`src/srma_pkg.sv`:
```
package srma_pkg;

    localparam int ROWS   = 16;
    localparam int SLOTS  = 64;
    localparam int ROW_W  = $clog2(ROWS);
    localparam int SLOT_W = $clog2(SLOTS);
    localparam int CNT_W  = $clog2(SLOTS + 1);
    localparam int ADDR_W = ROW_W + SLOT_W;
    localparam logic [15:0] ADD_MAX = 16'hFFFF;

    typedef struct packed {
        logic [3:0]         row;
        logic [15:0]        feat_index;
        logic signed [31:0] feat_value;
        logic               last;
    } item_t;

    typedef struct packed {
        logic [15:0]        out_index;
        logic signed [31:0] out_value;
        logic [15:0]        adds_done;
        logic               overflowed;
        logic               out_last;
    } result_t;

    typedef struct packed {
        logic [15:0]        idx;
        logic signed [31:0] val;
    } entry_t;

    // Commands from the controller to the datapath.
    typedef struct packed {
        logic load;
        logic init;
        logic mrd;
        logic mwr;
        logic upd;
        logic erd;
        logic eld;
        logic oack;
    } cmd_t;

    // Status from the datapath to the controller.
    typedef struct packed {
        logic merge_done;
        logic emit_done;
    } stat_t;

    // Signed add that clamps to the 32-bit range.
    function automatic logic signed [31:0] sat_add(input logic signed [31:0] x,
                                                   input logic signed [31:0] y);
        logic signed [32:0] s;
        s = {x[31], x} + {y[31], y};
        if (s[32] != s[31])
        begin
            sat_add = s[32] ? 32'sh8000_0000 : 32'sh7FFF_FFFF;
        end
        else
        begin
            sat_add = s[31:0];
        end
    endfunction

endpackage

```
`src/srma_ctrl.sv`:
```
module srma_ctrl (
    input  logic           clk,
    input  logic           rst_n,
    input  logic           item_valid,
    input  logic           item_last,
    input  logic           result_stall,
    input  srma_pkg::stat_t stat,
    output logic           item_stall,
    output srma_pkg::cmd_t cmd
);
    import srma_pkg::*;

    localparam logic [2:0] S_IDLE = 3'd0;
    localparam logic [2:0] S_INIT = 3'd1;
    localparam logic [2:0] S_MRD  = 3'd2;
    localparam logic [2:0] S_MWR  = 3'd3;
    localparam logic [2:0] S_UPD  = 3'd4;
    localparam logic [2:0] S_ERD  = 3'd5;
    localparam logic [2:0] S_ELD  = 3'd6;
    localparam logic [2:0] S_EWT  = 3'd7;

    logic [2:0] state_reg;
    logic [2:0] state_next;

    // Next state and command decode.
    always_comb
    begin
        state_next = state_reg;
        cmd        = '0;
        item_stall = 1'b1;
        case (state_reg)
            S_IDLE:
            begin
                item_stall = 1'b0;
                if (item_valid)
                begin
                    cmd.load = 1'b1;
                    if (item_last)
                    begin
                        state_next = S_INIT;
                    end
                end
            end
            S_INIT:
            begin
                cmd.init   = 1'b1;
                state_next = S_MRD;
            end
            S_MRD:
            begin
                if (stat.merge_done)
                begin
                    state_next = S_UPD;
                end
                else
                begin
                    cmd.mrd    = 1'b1;
                    state_next = S_MWR;
                end
            end
            S_MWR:
            begin
                cmd.mwr    = 1'b1;
                state_next = S_MRD;
            end
            S_UPD:
            begin
                cmd.upd    = 1'b1;
                state_next = S_ERD;
            end
            S_ERD:
            begin
                cmd.erd    = 1'b1;
                state_next = S_ELD;
            end
            S_ELD:
            begin
                cmd.eld    = 1'b1;
                state_next = S_EWT;
            end
            S_EWT:
            begin
                if (!result_stall)
                begin
                    cmd.oack   = 1'b1;
                    state_next = stat.emit_done ? S_IDLE : S_ERD;
                end
            end
            default:
            begin
                state_next = S_IDLE;
            end
        endcase
    end

    // State register.
    always_ff @(posedge clk or negedge rst_n)
    begin
        if (!rst_n)
        begin
            state_reg <= S_IDLE;
        end
        else
        begin
            state_reg <= state_next;
        end
    end

endmodule

```
`config.mk`:
```
export PLATFORM = sky130hd
export DESIGN_NAME = srma_ctrl
export DESIGN_NICKNAME = d
export VERILOG_FILES = /design/src/srma_pkg.sv /design/src/srma_ctrl.sv
export SDC_FILE = /design/constraint.sdc
export NUM_CORES = 1
export LEC_CHECK = 0
export BUFFER_PORTS_ARGS = -buffer_cell sky130_fd_sc_hd__clkbuf_2
export CAP_MARGIN = 20
export CORE_AREA = 3 3 40 42
export DETAILED_ROUTE_END_ITERATION = 8
export DIE_AREA = 0 0 43 45
export GPL_TIMING_DRIVEN = 0
export PLACE_DENSITY_LB_ADDON = 0.1
export SYNTH_ARGS = -nofsm -noshare
export SYNTH_HDL_FRONTEND = slang
export SYNTH_SLANG_ARGS = --single-unit
export TNS_END_PERCENT = 50
```
`constraint.sdc`:
```
create_clock -name clk -period 2.3 [get_ports clk]
set_input_delay 0.23 -clock clk [delete_from_list [all_inputs] [get_ports clk]]
set_output_delay 0.23 -clock clk [all_outputs]
set_load 0.02 [all_outputs]
```
==> results of run 1 <==
cell usage after synthesis (all sizes together):
library cell and n:
dfrtp 3, a31oi 1, a21oi 4, o21ai 1, nor2 4, or3 1
inv 2, and3 1, buf 2, nor4 1, nor3b 4, nand2 1
nand2b 2, o22ai 1
what timing repair did:
item | 4_1_cts | 5_1_grt
hold buffers | 1 | 0
setup endpoints to repair | 0 | 0
endpoints found under the hold margin | 3 | 0
worst max-delay path by stage:
| stage | start | end | slack, ps | depth (start not counted) |
|---|---|---|---|---|
| floorplan | state_reg[0] | cmd[5] | 840 | 2 |
| finish | state_reg[1] | cmd[7] | 730 | 3 |
| global route | state_reg[1] | cmd[5] | 670 | 3 |
| global placement | state_reg[1] | cmd[7] | 970 | 3 |
| detailed placement | state_reg[1] | cmd[7] | 970 | 3 |
| CTS | state_reg[1] | cmd[7] | 720 | 3 |
per-stage QoR:
step	hold WS, ps	std cells	setup slack, ps	utilization (%)
after global routing	332	63	671	27.7
after global placement	26.2	58	967	24.8
after detailed placement	28.1	58	972	24.8
after floorplan	-65.6	28	836	-
final	275	63	735	27.7
after CTS	273	63	718	27.7
where the power goes:
part	switching [W]	leakage [nW]	total, W	internal [W]
registers	0.0000271	0.0345	0.000107	0.0000801
logic	0.000176	0.129	0.000292	0.000116
clock network	0.0000268	0.0150	0.0000917	0.0000650
tightest hold or removal path: cells and delay by family:
kind | cells | cell delay, ps
AND/OR/NAND/NOR | 2 | 140
buffers and inverters | 1 | 100
kinds of logic after synthesis:
family | share of synthesized area (%)
buf+inv | 8.88
simple gates | 41.1
compound gates | 16.7
flops | 33.3
final cells by class:
class | count | area, sq um
clock buffers | 4 | 26.3
plain buffers | 2 | 12.5
fillers | 146 | 930
repair buffers | 16 | 85.1
flip-flops and latches | 3 | 75.1
well taps | 15 | 18.8
inverters | 2 | 7.51
multi-input cells | 21 | 130
routing by layer:
layer	share of wire [%]	vias up	routed length (microns)
met5	0	-	0
met4	2.4	0	14
met3	7.6	2	45
met2	50	10	296
met1	40	117	238
li1	-	138	-
==> impl_metrics.tcl, run 1 <==
set metrics [dict create \
    layout_min_cycle_time_ps 1570 \
    min_from "result_stall" \
    slowest_delay_ps 440 \
    critPathBufInv 1 \
    layout_commonest_cell "clkbuf_2" \
    finClkSkew_ps 2.15 \
    dr.pass1.iters 4 \
    core-area_sq_mm 0.00128 \
    cp_top_family "simple AND/OR/NAND/NOR gates" \
    r2r_setup_slack_ps 1330 \
    grt.met3_usage_pct 1.59 \
    crit_type "flop to primary output" \
    initial_core_util_pct 17.5 \
    antenna_found_initial 0 \
    rows 13 \
    io_buffers 15 \
    syn_nets 35 \
    gp_congestion 0.660 \
    slew_headroom_pct 85.4 \
    ant_nets 0 \
    yosysTopAreaCell "dfrtp_1" \
    avgSynthCellArea_sq_um 8.04 \
    max_freq_mhz 639 \
    r2r_cells 4 \
    cp_cell_sequence "or3_4 -> nor2_2 -> clkbuf_2" \
    finalSetupViolCount 0 \
    worstMarginPinSlew_ps 216 \
    report.final.slew_viol_count 0 \
    total_power_w 0.000491 \
    ys_seq_area_share_pct 33.3 \
    ys_warn_count 0 \
    netlist_top_cells_area "dfrtp_1 (33%), nor3b_1 (10%), a21oi_1 (8.9%)" \
    cts_setup_buffers 0 \
    synth_top_cell_area_share_pct 33.3 \
    powerDensity_mw_per_mm2 1380 \
    numCtsBuffers 3 \
    grt_pass1_wl_microns 966 \
    place_hpwl_microns 463 \
    placed_cell_area_sq_um 319 \
    grt-busiest-layer "met2" \
    grt_overflow 0 \
    finalHoldViolCount 0 \
    rsz0062_at_grt "false" \
    critPathMaxFanout 7 \
    largest_reg_flops 3 \
    track_usage_pct 7.18 \
    clockRootBuffer "clkbuf_4" \
    clk_pin_slew_ps 40 \
    grtUsageMet1_pct 7.79 \
    tns_ps 0 \
    grt_max_degree 11 \
    syn-cell-area_sq_um 225 \
    start_kind "flop" \
    status "finished, final reports clean" \
    drcViolationCount 0 \
    die-area_sq_mm 0.00194 \
    first_iter_violations 1 \
    r2r-end "state_reg[1]" \
    avgRoutedWirePerCell_microns 9.44 \
    numClockSinks 3 \
    syn-instance-count 28 \
    endpoint_kind "primary output" \
    diodes 0 \
    crit_arrival_ps 1340 \
    synth_cell_types 18 \
    slowest_stage "dfrtp_1" \
    ys_ff_latch 3 \
    leakagePower_nw 0.178 \
    r2r_start "state_reg[2]" \
    vdd_drop_max_v 0.000355 \
    vias 267 \
    holdPathStages 3 \
    clk_latency_ps 230 \
    cts_tree "done" \
    max-cap-violations 0 \
    layout.nets 56 \
    grt_pass1_vias 234 \
    drive_above_1_share_pct 50.0 \
    ctsResizeCount 0 \
    via_per_inst 4.24 \
    grt.met2_usage_pct 10.5 \
    design_area_sq_um 355 \
    htreeDepth 1 \
    die_w_microns 43 \
    crit_required_ps 2070 \
    routed_wl_microns 595 \
    mostFrequentLayoutCells "clkbuf_2 (15), a21oi_1 (4)" \
    ios 16 \
    min_path_type "input pin to flop" \
    areaGrowthSynthToFinish_pct 57.8 \
    period_share_pct 68.1 \
    cts_buffer_depth 2 \
    holdPathEnd "state_reg[1]" \
    fp.dieH_microns 45 \
]
Note: power is estimated with default switching activity, not from simulation.
==> run 2, diff against run 1 <==
==> constraint.sdc (replaced) <==
create_clock -name clk -period 1.4 [get_ports clk]
set_input_delay 0.14 -clock clk [delete_from_list [all_inputs] [get_ports clk]]
set_output_delay 0.14 -clock clk [all_outputs]
set_load 0.02 [all_outputs]
==> impl_metrics.tcl, run 2 (same netlist as run 1, synthesis figures left out) <==
set metrics [dict create \
    crit_end "cmd[7]" \
    r2r_start "state_reg[2]" \
    cts_setup_buffers 0 \
    tns_ps 0 \
    cts_tree "done" \
    ios 16 \
    fin_ws_ps 0.233 \
    r2r_setup_slack_ps 440 \
    first_iter_violations 1 \
    worstMarginPinSlew_ps 186 \
    worstSetupStartpoint "state_reg[1]" \
    htreeDepth 1 \
    drcViolationCount 0 \
    design_area_sq_um 395 \
    finClkSkew_ps 2.15 \
    die-area_sq_mm 0.00194 \
    crit_arrival_ps 1260 \
    min_from "result_stall" \
    clk_pin_slew_ps 40 \
    slew_headroom_pct 87.5 \
    clockRootBuffer "clkbuf_4" \
    vdd_drop_max_v 0.000705 \
    max-cap-violations 0 \
    place_hpwl_microns 463 \
    grt_pass1_wl_mm 1.00 \
    diodes 0 \
    track_usage_pct 7.35 \
    crit_required_ps 1260 \
    cp_top_family "flip-flops" \
    leakagePower_nw 0.191 \
    r2r_cells 4 \
    io_buffers 15 \
    slowest_stage "dfrtp_2" \
    initial_core_util_pct 17.5 \
    total_power_w 0.000891 \
    drive_above_1_share_pct 59.2 \
    areaGrowthSynthToFinish_pct 75.6 \
    grt_max_degree 11 \
    rsz0062_at_grt "true" \
    critPathMaxFanout 7 \
    max_freq_mhz 714 \
    crit_type "flop to primary output" \
    fp.dieH_microns 45 \
    slowest_delay_ps 440 \
    core-area_sq_mm 0.00128 \
    layout_commonest_cell "clkbuf_2" \
    layout.nets 57 \
    cts_buffer_depth 2 \
    numClockSinks 3 \
    grt_overflow 0 \
    dp_slack_ps 162 \
    layout_min_cycle_time_ps 1400 \
    rows 13 \
    ant_nets 0 \
    routed_wl_microns 631 \
    grt_pass1_vias 244 \
    cp_cell_sequence "or3_4 -> nor2_2 -> clkbuf_8" \
    critPathBufInv 1 \
    r2r-end "state_reg[1]" \
    gp_congestion 0.660 \
    vias 275 \
    finalSetupViolCount 0 \
    endpoint_kind "primary output" \
    largest_reg_flops 3 \
    worst-path-stages 3 \
    numCtsBuffers 3 \
    die_w_microns 43 \
    start_kind "flop" \
    dr.pass1.iters 2 \
    report.final.slew_viol_count 0 \
    mostFrequentLayoutCells "clkbuf_2 (12), clkbuf_4 (4), a21oi_1 (4), nor2_1 (3)" \
    period_share_pct 100 \
    avgRoutedWirePerCell_microns 9.86 \
    antenna_found_initial 0 \
    finalHoldViolCount 0 \
    powerDensity_mw_per_mm2 2250 \
    min_path_type "input pin to flop" \
    status "finished, final reports clean" \
    via_per_inst 4.30 \
    placed_cell_area_sq_um 319 \
    clk_latency_ps 230 \
]
==> run 2: metrics by stage <==
step | util (%) | hold slack, ps | instances
after global placement | 24.8 | -63.8 | 58
final | 30.8 | 184 | 64
after floorplan | - | -156 | 28
after CTS | 29.1 | 183 | 63
after detailed placement | 24.8 | -61.9 | 58
after global routing | 30.8 | 241 | 64
==> run 2: area by class of cell <==
cell class / count / area [sq um]
timing repair buffer: 17 / 104
multi-input combinational: 21 / 144
inverter: 2 / 7.51
buffer: 2 / 18.8
sequential: 3 / 76.3
tap: 15 / 18.8
clock buffer: 4 / 26.3
fill: 144 / 890
==> run 2: power breakdown <==
group,switching (W),leakage [nW],internal [W]
clock network,0.0000440,0.0150,0.000107
registers,0.0000531,0.0338,0.000134
logic,0.000311,0.142,0.000242
==> run 2: worst register-to-register path, stage by stage (launching register included) <==
cell,delay [ps]
dfrtp_1,380
buf_6,140
nand2_2,60
nor3b_2,200
nor2_1,70
==> run 2: what timing repair did <==
| item | CTS | global route |
|---|---|---|
| pin swaps | 1 | 3 |
| hold endpoints to repair | 3 | 0 |
| setup endpoints to repair | 3 | 5 |
| hold buffers | 1 | 0 |
| gates resized for setup | 5 | 7 |
| cloned | 0 | 1 |
==> run 2: how the worst min path moves through the flow <==
stage                    to  depth (start not counted)
5_1_grt        state_reg[2]                          2
4_1_cts        state_reg[1]                          3
3_3_place_gp   state_reg[0]                          1
3_5_place_dp   state_reg[2]                          1
6_report       state_reg[1]                          3
2_1_floorplan  state_reg[0]                          0
==> run 2: routing by layer <==
layer	vias to the layer above	part of all wire [%]	GRT usage [%]
li1	140	-	-
met1	125	41	8.03
met2	8	50	10.8
met3	2	6.5	1.59
met4	0	2.2	9.04
met5	-	0	0
